--- config.mk ---
export PLATFORM = sky130hd
export DESIGN_NAME = srtf_batch_scheduler_top
export DESIGN_NICKNAME = d
export VERILOG_FILES = /design/src/rtl/core/srtf_pkg.sv /design/src/rtl/core/srtf_mem.sv /design/src/rtl/core/srtf_sel.sv /design/src/rtl/core/srtf_batch_scheduler_top.sv
export VERILOG_INCLUDE_DIRS = /design/src /design/src/rtl/core
export SDC_FILE = /design/constraint.sdc
export NUM_CORES = 1
export LEC_CHECK = 0
export ABC_AREA = 1
export BUFFER_PORTS_ARGS = -buffer_cell sky130_fd_sc_hd__buf_4
export CAP_MARGIN = 20
export CORE_MARGIN = 2
export CORE_UTILIZATION = 50
export CTS_BUF_LIST = sky130_fd_sc_hd__clkbuf_4 sky130_fd_sc_hd__clkbuf_8 sky130_fd_sc_hd__clkbuf_16
export CTS_CLUSTER_SIZE = 25
export DETAILED_ROUTE_END_ITERATION = 12
export PLACE_DENSITY = 0.68
export SYNTH_ARGS = -nofsm -noshare
export SYNTH_HDL_FRONTEND = slang
export SYNTH_SLANG_ARGS = --single-unit
--- constraint.sdc ---
create_clock -name clk -period 9.32 [get_ports clk]
set_clock_uncertainty 0.05 [all_clocks]
set_input_delay 0 -clock clk [delete_from_list [all_inputs] [get_ports clk]]
set_output_delay 0 -clock clk [all_outputs]
set_load 0.01 [all_outputs]
--- src/rtl/core/assert_macros.svh ---
// Assertion macros used by the scheduler top level.
// Each macro expects signals named clk and rst_n in the including scope.
`ifndef ASSERT_MACROS_SVH
`define ASSERT_MACROS_SVH

// Checks a property on every rising clock edge outside reset.
`define SRTF_ASSERT(name, prop, msg) \
  name: assert property (@(posedge clk) disable iff (!rst_n) prop) else $error(msg);

// Checks that a condition implies a consequence in the same cycle.
`define SRTF_ASSERT_IMPL(name, ante, cons, msg) \
  name: assert property (@(posedge clk) disable iff (!rst_n) (ante) |-> (cons)) \
    else $error(msg);

`endif

--- src/rtl/core/srtf_pkg.sv ---
// Shared types and constants for the shortest-remaining-time-first scheduler.
// No dependencies; imported by every module of the block.
package srtf_pkg;

  localparam int MAX_PROC_DEF = 16;
  localparam int ARR_W        = 10;
  localparam int BUR_W        = 8;
  localparam int COMP_W       = 13;
  localparam int TAT_W        = 12;
  localparam int NUM_W        = 5;
  localparam int ARR_SPAN     = 1 << ARR_W;
  localparam int BURST_MAX    = (1 << BUR_W) - 1;
  localparam int IDX_W_DEF    = (MAX_PROC_DEF > 1) ? $clog2(MAX_PROC_DEF) : 1;
  localparam int TICK_W_DEF   = $clog2(ARR_SPAN + MAX_PROC_DEF * BURST_MAX);

  localparam logic MODE_SIM = 1'b0;
  localparam logic MODE_OUT = 1'b1;

  localparam logic [TAT_W-1:0] TAT_SAT = {TAT_W{1'b1}};

  typedef struct packed {
    logic [ARR_W-1:0] arrival_time;
    logic [BUR_W-1:0] burst_time;
    logic             last_job;
  } in_item_t;

  typedef struct packed {
    logic [NUM_W-1:0]  job_number;
    logic [ARR_W-1:0]  job_arrival;
    logic [BUR_W-1:0]  job_burst;
    logic [COMP_W-1:0] completion_time;
    logic [TAT_W-1:0]  turnaround_time;
    logic [TAT_W-1:0]  waiting_time;
    logic              last_result;
  } out_item_t;

  typedef struct packed {
    logic [ARR_W-1:0]  arr;
    logic [BUR_W-1:0]  bur;
    logic [BUR_W-1:0]  rem;
    logic [COMP_W-1:0] fin;
  } entry_t;

  typedef struct packed {
    logic             found;
    entry_t           ent;
    logic             nxt_found;
    logic [ARR_W-1:0] nxt_arr;
  } sel_res_t;

endpackage

--- src/rtl/core/srtf_mem.sv ---
// Job table memory: one write port, one read port with registered data.
// Depends on srtf_pkg for the entry type.
module srtf_mem import srtf_pkg::*; #(
  parameter int DEPTH = MAX_PROC_DEF,
  parameter int IDX_W = IDX_W_DEF
) (
  input  logic             clk,
  input  logic             we,
  input  logic [IDX_W-1:0] waddr,
  input  entry_t           wdata,
  input  logic [IDX_W-1:0] raddr,
  output entry_t           rdata
);

  entry_t mem [DEPTH];

  always_ff @(posedge clk) begin
    if (we) begin
      mem[waddr] <= wdata;
    end
  end

  always_ff @(posedge clk) begin
    rdata <= mem[raddr];
  end

endmodule

--- src/rtl/core/srtf_sel.sv ---
// Running selector that takes one job table entry per cycle while cand_vld is high.
// Depends on srtf_pkg; tracks the best candidate and the next arrival.
module srtf_sel import srtf_pkg::*; #(
  parameter int IDX_W  = IDX_W_DEF,
  parameter int TICK_W = TICK_W_DEF
) (
  input  logic              clk,
  input  logic              rst_n,
  input  logic              clr,
  input  logic              mode,
  input  logic              cand_vld,
  input  logic [IDX_W-1:0]  cand_idx,
  input  entry_t            cand_ent,
  input  logic              cand_done,
  input  logic [TICK_W-1:0] now,
  output sel_res_t          res,
  output logic [IDX_W-1:0]  best_idx
);

  logic             found_r, nxt_found_r;
  entry_t           ent_r;
  logic [IDX_W-1:0] idx_r;
  logic [ARR_W-1:0] nxt_arr_r;
  logic             ready, elig, better, nxt_elig, nxt_better;

  assign ready = TICK_W'(cand_ent.arr) <= now;

  always_comb begin
    if (mode == MODE_SIM) begin
      elig     = !cand_done && ready;
      better   = !found_r || (cand_ent.rem < ent_r.rem) ||
                 ((cand_ent.rem == ent_r.rem) && (cand_ent.arr < ent_r.arr));
      nxt_elig = !cand_done && !ready;
    end else begin
      elig     = cand_done;
      better   = !found_r || (cand_ent.arr < ent_r.arr);
      nxt_elig = 1'b0;
    end
    nxt_better = !nxt_found_r || (cand_ent.arr < nxt_arr_r);
  end

  always_ff @(posedge clk) begin
    if (!rst_n) begin
      found_r     <= 1'b0;
      nxt_found_r <= 1'b0;
    end else if (clr) begin
      found_r     <= 1'b0;
      nxt_found_r <= 1'b0;
    end else if (cand_vld) begin
      if (elig && better) begin
        found_r <= 1'b1;
      end
      if (nxt_elig && nxt_better) begin
        nxt_found_r <= 1'b1;
      end
    end
  end

  always_ff @(posedge clk) begin
    if (cand_vld && !clr) begin
      if (elig && better) begin
        ent_r <= cand_ent;
        idx_r <= cand_idx;
      end
      if (nxt_elig && nxt_better) begin
        nxt_arr_r <= cand_ent.arr;
      end
    end
  end

  assign res.found     = found_r;
  assign res.ent       = ent_r;
  assign res.nxt_found = nxt_found_r;
  assign res.nxt_arr   = nxt_arr_r;
  assign best_idx      = idx_r;

endmodule

--- src/rtl/core/srtf_batch_scheduler_top.sv ---
// Top level of the shortest-remaining-time-first batch scheduler.
// Depends on srtf_pkg, srtf_mem, srtf_sel and assert_macros.svh.
//
//   Channel   Direction  Handshake          Payload
//   in_*      input      in_valid/in_stall  in_item_t: arrival, burst, last job
//   out_*     output     out_valid/out_stall out_item_t: one result per job
//
// Loading takes a new job whenever in_valid is high. The final job starts the schedule, which
// runs event by event: each event scans the job table at one entry per cycle
// through its single read port, and there are at most 2N events for N jobs.
// Each result then needs its own scan of the job table.
// Reset is synchronous and needs no clearing pass; the done flags are flops.
// Input is stalled from the final job until the last result is registered.
`include "assert_macros.svh"

module srtf_batch_scheduler_top import srtf_pkg::*; #(
  parameter int MAX_PROCESSES = MAX_PROC_DEF
) (
  input  logic      clk,
  input  logic      rst_n,
  input  logic      in_valid,
  output logic      in_stall,
  input  in_item_t  in_data,
  output logic      out_valid,
  input  logic      out_stall,
  output out_item_t out_data
);

  localparam int IDX_W  = (MAX_PROCESSES > 1) ? $clog2(MAX_PROCESSES) : 1;
  localparam int CNT_W  = $clog2(MAX_PROCESSES + 1);
  localparam int TICK_W = $clog2(ARR_SPAN + MAX_PROCESSES * BURST_MAX);

  localparam logic [2:0] S_LOAD  = 3'd0;
  localparam logic [2:0] S_SCAN  = 3'd1;
  localparam logic [2:0] S_UPD   = 3'd2;
  localparam logic [2:0] S_OSCAN = 3'd3;
  localparam logic [2:0] S_EMIT  = 3'd4;

  logic [2:0]               state_r, state_nxt;
  logic [CNT_W-1:0]         cnt_r, cnt_nxt;
  logic [CNT_W-1:0]         fin_cnt_r, fin_cnt_nxt;
  logic [IDX_W-1:0]         scan_r, scan_nxt;
  logic                     iss_on_r, iss_on_nxt;
  logic                     cmp_vld_r, cmp_vld_nxt;
  logic [IDX_W-1:0]         cmp_idx_r, cmp_idx_nxt;
  logic                     cmp_last_r, cmp_last_nxt;
  logic [TICK_W-1:0]        now_r, now_nxt;
  logic [MAX_PROCESSES-1:0] done_r, done_nxt;
  logic                     out_valid_r, out_valid_nxt;
  out_item_t                out_data_r, out_data_nxt;

  logic             mem_we;
  logic [IDX_W-1:0] mem_waddr;
  entry_t           mem_wdata;
  entry_t           mem_rdata;
  logic             sel_clr;
  logic             sel_mode;
  sel_res_t         sel_res;
  logic [IDX_W-1:0] best_idx;

  logic [TICK_W-1:0] gap;
  logic [BUR_W-1:0]  run;
  logic [BUR_W-1:0]  new_rem;
  logic [TICK_W-1:0] now_run;
  logic [BUR_W-1:0]  load_bur;
  logic [COMP_W-1:0] tat_full, wt_full;
  logic              scanning;

  srtf_mem #(
    .DEPTH (MAX_PROCESSES),
    .IDX_W (IDX_W)
  ) u_mem (
    .clk   (clk),
    .we    (mem_we),
    .waddr (mem_waddr),
    .wdata (mem_wdata),
    .raddr (scan_r),
    .rdata (mem_rdata)
  );

  srtf_sel #(
    .IDX_W  (IDX_W),
    .TICK_W (TICK_W)
  ) u_sel (
    .clk       (clk),
    .rst_n     (rst_n),
    .clr       (sel_clr),
    .mode      (sel_mode),
    .cand_vld  (cmp_vld_r),
    .cand_idx  (cmp_idx_r),
    .cand_ent  (mem_rdata),
    .cand_done (done_r[cmp_idx_r]),
    .now       (now_r),
    .res       (sel_res),
    .best_idx  (best_idx)
  );

  assign sel_mode = (state_r == S_OSCAN) ? MODE_OUT : MODE_SIM;
  assign scanning = (state_r == S_SCAN) || (state_r == S_OSCAN);
  assign load_bur = (in_data.burst_time == '0) ? BUR_W'(1) : in_data.burst_time;

  // A job runs until it finishes or until the next arrival, whichever is first.
  assign gap     = TICK_W'(sel_res.nxt_arr) - now_r;
  assign run     = (sel_res.nxt_found && (gap < TICK_W'(sel_res.ent.rem))) ?
                   gap[BUR_W-1:0] : sel_res.ent.rem;
  assign new_rem = sel_res.ent.rem - run;
  assign now_run = now_r + TICK_W'(run);

  assign tat_full = (sel_res.ent.fin >= COMP_W'(sel_res.ent.arr)) ?
                    sel_res.ent.fin - COMP_W'(sel_res.ent.arr) : '0;
  assign wt_full  = (tat_full >= COMP_W'(sel_res.ent.bur)) ?
                    tat_full - COMP_W'(sel_res.ent.bur) : '0;

  always_comb begin
    state_nxt     = state_r;
    cnt_nxt       = cnt_r;
    fin_cnt_nxt   = fin_cnt_r;
    scan_nxt      = scan_r;
    iss_on_nxt    = iss_on_r;
    now_nxt       = now_r;
    done_nxt      = done_r;
    out_data_nxt  = out_data_r;
    out_valid_nxt = out_valid_r && out_stall;
    cmp_vld_nxt   = 1'b0;
    cmp_idx_nxt   = scan_r;
    cmp_last_nxt  = 1'b0;
    sel_clr       = 1'b0;
    mem_we        = 1'b0;
    mem_waddr     = cnt_r[IDX_W-1:0];
    mem_wdata     = '0;

    if (scanning && iss_on_r) begin
      cmp_vld_nxt  = 1'b1;
      cmp_last_nxt = (CNT_W'(scan_r) + CNT_W'(1)) == cnt_r;
      sel_clr      = (scan_r == '0);
      if (cmp_last_nxt) begin
        iss_on_nxt = 1'b0;
      end else begin
        scan_nxt = scan_r + IDX_W'(1);
      end
    end

    case (state_r)
      S_LOAD: begin
        if (in_valid) begin
          if (cnt_r < CNT_W'(MAX_PROCESSES)) begin
            mem_we        = 1'b1;
            mem_wdata.arr = in_data.arrival_time;
            mem_wdata.bur = load_bur;
            mem_wdata.rem = load_bur;
            cnt_nxt       = cnt_r + CNT_W'(1);
          end
          if (in_data.last_job) begin
            state_nxt   = S_SCAN;
            scan_nxt    = '0;
            iss_on_nxt  = 1'b1;
            now_nxt     = '0;
            fin_cnt_nxt = '0;
          end
        end
      end
      S_SCAN: begin
        if (cmp_vld_r && cmp_last_r) begin
          state_nxt = S_UPD;
        end
      end
      S_UPD: begin
        scan_nxt   = '0;
        iss_on_nxt = 1'b1;
        state_nxt  = S_SCAN;
        if (sel_res.found) begin
          mem_we        = 1'b1;
          mem_waddr     = best_idx;
          mem_wdata     = sel_res.ent;
          mem_wdata.rem = new_rem;
          mem_wdata.fin = COMP_W'(now_run);
          now_nxt       = now_run;
          if (new_rem == '0) begin
            done_nxt[best_idx] = 1'b1;
            if ((fin_cnt_r + CNT_W'(1)) == cnt_r) begin
              state_nxt   = S_OSCAN;
              fin_cnt_nxt = '0;
            end else begin
              fin_cnt_nxt = fin_cnt_r + CNT_W'(1);
            end
          end
        end else begin
          now_nxt = TICK_W'(sel_res.nxt_arr);
        end
      end
      S_OSCAN: begin
        if (cmp_vld_r && cmp_last_r) begin
          state_nxt = S_EMIT;
        end
      end
      S_EMIT: begin
        if (!out_valid_r || !out_stall) begin
          out_valid_nxt                = 1'b1;
          done_nxt[best_idx]           = 1'b0;
          out_data_nxt.job_number      = NUM_W'({1'b0, best_idx} + (IDX_W + 1)'(1));
          out_data_nxt.job_arrival     = sel_res.ent.arr;
          out_data_nxt.job_burst       = sel_res.ent.bur;
          out_data_nxt.completion_time = sel_res.ent.fin;
          out_data_nxt.turnaround_time = (tat_full > COMP_W'(TAT_SAT)) ?
                                         TAT_SAT : tat_full[TAT_W-1:0];
          out_data_nxt.waiting_time    = (wt_full > COMP_W'(TAT_SAT)) ?
                                         TAT_SAT : wt_full[TAT_W-1:0];
          out_data_nxt.last_result     = (fin_cnt_r + CNT_W'(1)) == cnt_r;
          if (out_data_nxt.last_result) begin
            state_nxt   = S_LOAD;
            cnt_nxt     = '0;
            now_nxt     = '0;
            fin_cnt_nxt = '0;
          end else begin
            state_nxt   = S_OSCAN;
            scan_nxt    = '0;
            iss_on_nxt  = 1'b1;
            fin_cnt_nxt = fin_cnt_r + CNT_W'(1);
          end
        end
      end
      default: begin
        state_nxt = S_LOAD;
      end
    endcase
  end

  always_ff @(posedge clk) begin
    if (!rst_n) begin
      state_r     <= S_LOAD;
      cnt_r       <= '0;
      fin_cnt_r   <= '0;
      scan_r      <= '0;
      iss_on_r    <= 1'b0;
      cmp_vld_r   <= 1'b0;
      cmp_last_r  <= 1'b0;
      now_r       <= '0;
      done_r      <= '0;
      out_valid_r <= 1'b0;
    end else begin
      state_r     <= state_nxt;
      cnt_r       <= cnt_nxt;
      fin_cnt_r   <= fin_cnt_nxt;
      scan_r      <= scan_nxt;
      iss_on_r    <= iss_on_nxt;
      cmp_vld_r   <= cmp_vld_nxt;
      cmp_last_r  <= cmp_last_nxt;
      now_r       <= now_nxt;
      done_r      <= done_nxt;
      out_valid_r <= out_valid_nxt;
    end
  end

  always_ff @(posedge clk) begin
    cmp_idx_r  <= cmp_idx_nxt;
    out_data_r <= out_data_nxt;
  end

  assign in_stall  = (state_r != S_LOAD);
  assign out_valid = out_valid_r;
  assign out_data  = out_data_r;

  `SRTF_ASSERT_IMPL(a_load_clean, state_r == S_LOAD, done_r == '0, "done flags left set while loading")
  `SRTF_ASSERT_IMPL(a_emit_pick, state_r == S_EMIT, sel_res.found, "no pending job found for a result")
  `SRTF_ASSERT(a_tick_adv, (state_r == S_UPD) |=> (now_r > $past(now_r)), "schedule clock did not advance")
  `SRTF_ASSERT(a_fin_bound, (fin_cnt_r <= cnt_r), "finished count exceeds loaded jobs")

endmodule

# Yosys cells after proc, flatten, opt, wreduce, memory -nomap -nowiden
# Memories as Yosys holds them, arrays and structs flattened. A register that Yosys moved wholly into a read port is not among the register bits.
# Index checks and enable logic that the tools add are counted.
# W data, S select, Z words.
[op_classes]
magnitude_cmp = 13
n_reduce_logical = 44
div = 0
n_eq_ne = 16
n_shift = 0
bitwise = 4
mux = 75
add_sub_neg = 10
multipliers = 0
[ops]
columns = ["op", "n"]
rows = [
  ["$mux W13", 8],
  ["$mux W26", 2],
  ["$pmux W26 S2", 1],
  ["$mux W5", 10],
  ["$mux W16", 3],
  ["$mux W39", 1],
  ["$pmux W13 S3", 1],
  ["$mux W4", 8],
  ["$pmux W16 S2", 1],
  ["$gt A13 B12 Y1 const B", 2],
  ["$mux W1", 21],
  ["$lt A10 B10 Y1", 2],
  ["$and A16 B16 Y16", 1],
  ["$logic_not A8 Y1", 2],
  ["$mux W8", 2],
  ["$not A16 Y16", 1],
  ["$or A16 B16 Y16", 1],
  ["$mux W3", 5],
  ["$pmux W3 S5", 1],
  ["$pmux W5 S3", 1],
  ["$reduce_and A5 Y1", 3],
  ["$add A13 B8 Y13", 1],
  ["$ge A13 B10 Y1", 1],
  ["$ge A13 B8 Y1", 1],
  ["other kinds (39)", 82],
]
[word_totals]
latchBits = 0
elab_cells = 189
regBits = 170
mem_count = 1
mem_bits_rw = 624
inputBits = 23
output_inout_bits = 63
romBits = 0
[memory_table]
columns = ["memory", "words", "word_bits", "rd", "rd_clocked_by_memory_dff", "wr", "line", "rtl"]
rows = [
  ["u_mem.mem", 16, 39, 1, 1, 1, "srtf_mem.sv:15", "entry_t mem [DEPTH];"],
]

# Depth between registers and ports, before layout
[depth]
word_depth = 9
ltp_mapped = 37

# Hierarchy
# Synthesis repeated with hierarchy kept, for this count alone.
[unflattened]
hier_cells = 3888
hier_area_um2 = 38393.1
[modules_own_cells]
columns = ["module", "area_per_inst_um2", "cells_each", "n_inst"]
rows = [
  ["srtf_mem", 27579.0, 2577, 1],
  ["srtf_batch_scheduler_top", 8049.0, 1061, 1],
  ["srtf_sel", 2765.2, 250, 1],
]

# Least setup slack after synthesis
# Ideal clock, no wire load.
[synth_path]
path_type = "reg2reg"
startpoint = "register now_r[1]"
endpoint = "register u_sel.idx_r[0], in the netlist u_sel.best_idx[0] (enable)"
period_less_slack_ps = 5337
setup_slack_ps = 3983
stages_incl_launch_ff = 16
setup_time_ps = 506
arrival_ps = 4782
path_cell_list = "dfxtp_1 inv_1 ha_1 nand2_1 o21ai_0 a21oi_1 o21bai_1 nand2_1 a21oi_1 nor2_1 nor2_1 o21bai_1 nand2_1 nand2_1 nand2_1 nor3b_1"
[synth_between]
elab_chain_cells = 5
[synth_rtl]
columns = ["element", "line", "rtl"]
rows = [
  ["start, declared", "srtf_batch_scheduler_top.sv:47", "logic [TICK_W-1:0] now_r, now_nxt;"],
  ["start signal, assigned", "srtf_batch_scheduler_top.sv:248", "now_r <= now_nxt;"],
  ["$le A10 B13 Y1", "srtf_sel.sv:26", "assign ready = TICK_W'(cand_ent.arr) <= now;"],
  ["$logic_and A1 B1 Y1", "srtf_sel.sv:30", "elig = !cand_done && ready;"],
  ["$mux W1", "srtf_sel.sv:29", "if (mode == MODE_SIM) begin"],
  ["$logic_and A1 B1 Y1", "srtf_sel.sv:61", "if (elig && better) begin"],
  ["$reduce_and A2 Y1 (no line)", "--", ""],
  ["end signal, assigned", "srtf_sel.sv:63", "idx_r <= cand_idx;"],
  ["end, declared", "srtf_sel.sv:22", "logic [IDX_W-1:0] idx_r;"],
]
# No other way between the ends.
# A chain may end at the register's enable or synchronous reset.

==> flow_metrics.env <==
export IMPL_outcome="completed"
export IMPL_path_clk_slew_ns=0.06
export IMPL_arrival_ns=6.59
export IMPL_grt_pass1_vias=23600
export IMPL_root_buffer="clkbuf_16"
export IMPL_powerDensity_nw_per_um2=209
export IMPL_hold_path_class="in -> reg"
export IMPL_synthFlopType="edfxtp_1"
export IMPL_synth_seq_area_share=0.685
export IMPL_antenna_left=0
export IMPL_synth_seq_cells=833
export IMPL_required_ns=9.79
export IMPL_slew_headroom=0.175
export IMPL_startpoint_type="flop"
export IMPL_drc=0
export IMPL_fin_tns_setup_ns=0
export IMPL_route_vias_total=24500
export IMPL_dpl_cell_count=3938
export IMPL_boundaryPins=86
export IMPL_hold_viol_final=0
export IMPL_place_congestion=0.898
export IMPL_num_nets_final=3227
export IMPL_clkLatencyLatePin_ns=0.64
export IMPL_finalCriticalPeriod_ns=6.11
export IMPL_final_max_slew_viol_count=0
export IMPL_die_height_um=269
export IMPL_viasPerCell=5.97
export IMPL_routed_wl_um=97900
export IMPL_max_vdd_ir_drop_uv=167
export IMPL_fin_cells=4113
export IMPL_synth_common_cells="edfxtp_1, nor2_1, o21ai_0, nand2_1, inv_1"
export IMPL_ys_async_sr_fraction=0
export IMPL_yosys_area_top_type="edfxtp_1"
export IMPL_drtIter0Drc=3023
export IMPL_syn_area_um2=35200
export IMPL_maxCapViolCount=0
export IMPL_leakage_nw=14.3
export IMPL_track_usage=0.265
export IMPL_cts_sinks=833
export IMPL_yosysUniqueCellTypes=57
export IMPL_io_buffers=85
export IMPL_num_rows=97
export IMPL_yosysMostFrequentCell="edfxtp_1"
export IMPL_p_total_mw=8.39
export IMPL_synth_edff_count=738
export IMPL_setup_violations=0
export IMPL_synth_area_leaders="edfxtp_1, dfxtp_1, o21ai_0, nor2_1, nand2_1"
export IMPL_dp_hpwl_um=57500
export IMPL_start_util=0.504
export IMPL_synthDominantCellAreaShare=0.630
export IMPL_syn_avg_cell_area_um2=11.7
export IMPL_netlist_instances=2997
export IMPL_grt_max_degree=245
export IMPL_cts_buffers=83
export IMPL_firstDrtPassIters=5
export IMPL_overflow=0
export IMPL_worst_pin_slew_ns=1.24
export IMPL_syn_num_nets=3120
export IMPL_timing_fmax_mhz=164
export IMPL_drive_gt1_frac=0.114
export IMPL_fillCellCount=5550
export IMPL_critPathMaxFanout=30
export IMPL_cpPeakStageDelay_ns=0.45
export IMPL_critPathCaptureType="flop"
export IMPL_wl_per_cell_um=23.8
export IMPL_cts_buffer_depth=3
export IMPL_die_x_um=269
export IMPL_yosysWarningCount=0
export IMPL_cts_max_level=3
export IMPL_grt_first_pass_wirelength_um=145000
export IMPL_cts_tree="done"
export IMPL_coreArea_um2=69800
export IMPL_rsz0062_at_grt="no"
export IMPL_critical_path_class="reg -> reg"
export IMPL_antenna_found_initial=2
export IMPL_cp_slowest_cell="nand2_2"
export IMPL_fin_crit_sh=0.656
export IMPL_fp_dieArea_um2=72400
export IMPL_area_growth_synth_to_final_pct=14.1
worst paths after layout:
kind / from / endpoint / slack [ns] / cells after the start
worst max-delay path: u_sel.nxt_arr_r[0] / flop / 3.21 / 31
worst min-delay path: in_data[3] / u_mem.mem[0][15] / 0.04 / 4
worst max register to register: u_sel.nxt_arr_r[0] / flop / 3.21 / 31
worst min register to register: u_mem.rdata[7] / u_sel.res[18] / 0.35 / 0
state kept, by name, summed over array words and instances, names as in the netlist, named ones only:
name and flops:
u_sel.nxt_found_r 1, u_sel.nxt_arr_r 10, fin_cnt_r 5, state_r 3, cmp_last_r 1, cmp_idx_nxt 4
out_valid 1, iss_on_r 1, now_r 13, cmp_vld_r 1, cnt_r 5, u_mem.mem 624
out_data 61, u_sel.best_idx 4, cmp_idx_r 4, u_sel.found_r 1, u_sel.res 39, u_mem.rdata 39
metal layers:
layer,routed length (µm),global-route usage,vias to the layer above
li1,-,-,11000
met1,40100,0.370,12000
met2,46100,0.426,1266
met3,8640,0.0379,198
met4,3080,0.0931,0
met5,0,0,-
cell families after synthesis:
| group | count (synthesis) | share of synthesized area |
|---|---|---|
| XOR/XNOR | 38 | 0.00947 |
| AO/OA/AOI/OAI | 705 | 0.117 |
| adder cells (fa/ha/maj) | 100 | 0.0367 |
| flip-flops | 833 | 0.685 |
| AND/OR/NAND/NOR | 970 | 0.114 |
| buffers and inverters | 351 | 0.0383 |
what timing repair did:
| action | in CTS | in global routing |
|---|---|---|
| endpoints found under the hold margin | 190 | 16 |
| endpoints found under the setup margin | 0 | 0 |
| hold buffers | 15 | 1 |
| setup buffers | 0 | 0 |
| resized for setup | 0 | 0 |
report_power, final:
part / total [mW] / switching, mW / leakage (nW) / internal [mW]
registers: 4.28 / 0.0879 / 7.34 / 4.19
clock network: 3.42 / 1.40 / 1.43 / 2.02
logic: 0.682 / 0.477 / 5.56 / 0.204
total: 8.39 / 1.96 / 14.3 / 6.42
critical path, delay by kind of cell (launching register included):
kind	cells	cell delay (ns)
DFF	1	0.37
and+or+nand+nor	14	2.17
adders and majority gates	4	1.18
buffers and inverters	5	0.62
AOI/OAI and AO/OA	6	1.13
xor gates and xnor gates	2	0.48
layout make-up:
| class | count | area [µm²] | area share |
|---|---|---|---|
| clock inverters | 34 | 357 | 0.00889 |
| diodes | 1 | 2.50 | 0.0000624 |
| repair buffers | 172 | 1360 | 0.0339 |
| flip-flops and latches | 833 | 24100 | 0.600 |
| inverters | 201 | 764 | 0.0191 |
| multi-input cells | 1813 | 9890 | 0.247 |
| clock buffers | 119 | 2470 | 0.0617 |
| well taps | 940 | 1180 | 0.0293 |
cells in the final DEF, fill, tap and decap left out, types with 28 or more instances in the layout:
cell type	n
edfxtp_1	738
nor2_1	418
o21ai_0	371
nand2_1	327
inv_1	194
buf_4	151
nand3_1	135
o22ai_1	109
ha_1	95
dfxtp_1	91
a21oi_1	88
clkbuf_16	87
o221ai_1	62
xor2_1	28
per-stage QoR:
| stage | hold slack, ns | worst slack [ns] | area (µm²) | util |
|---|---|---|---|---|
| 2_1_floorplan | 0.113 | 3.98 | 35200 | - |
| 6_report | 0.0352 | 3.21 | 40100 | 0.575 |
| 4_1_cts | 0.0209 | 3.31 | 40000 | 0.574 |
| 3_5_place_dp | 0.264 | 3.36 | 37100 | 0.531 |
| 3_3_place_gp | 0.257 | 3.61 | 37000 | 0.530 |
| 5_1_grt | 0.0161 | 2.65 | 40100 | 0.575 |
(Power assumes the default switching activity.)
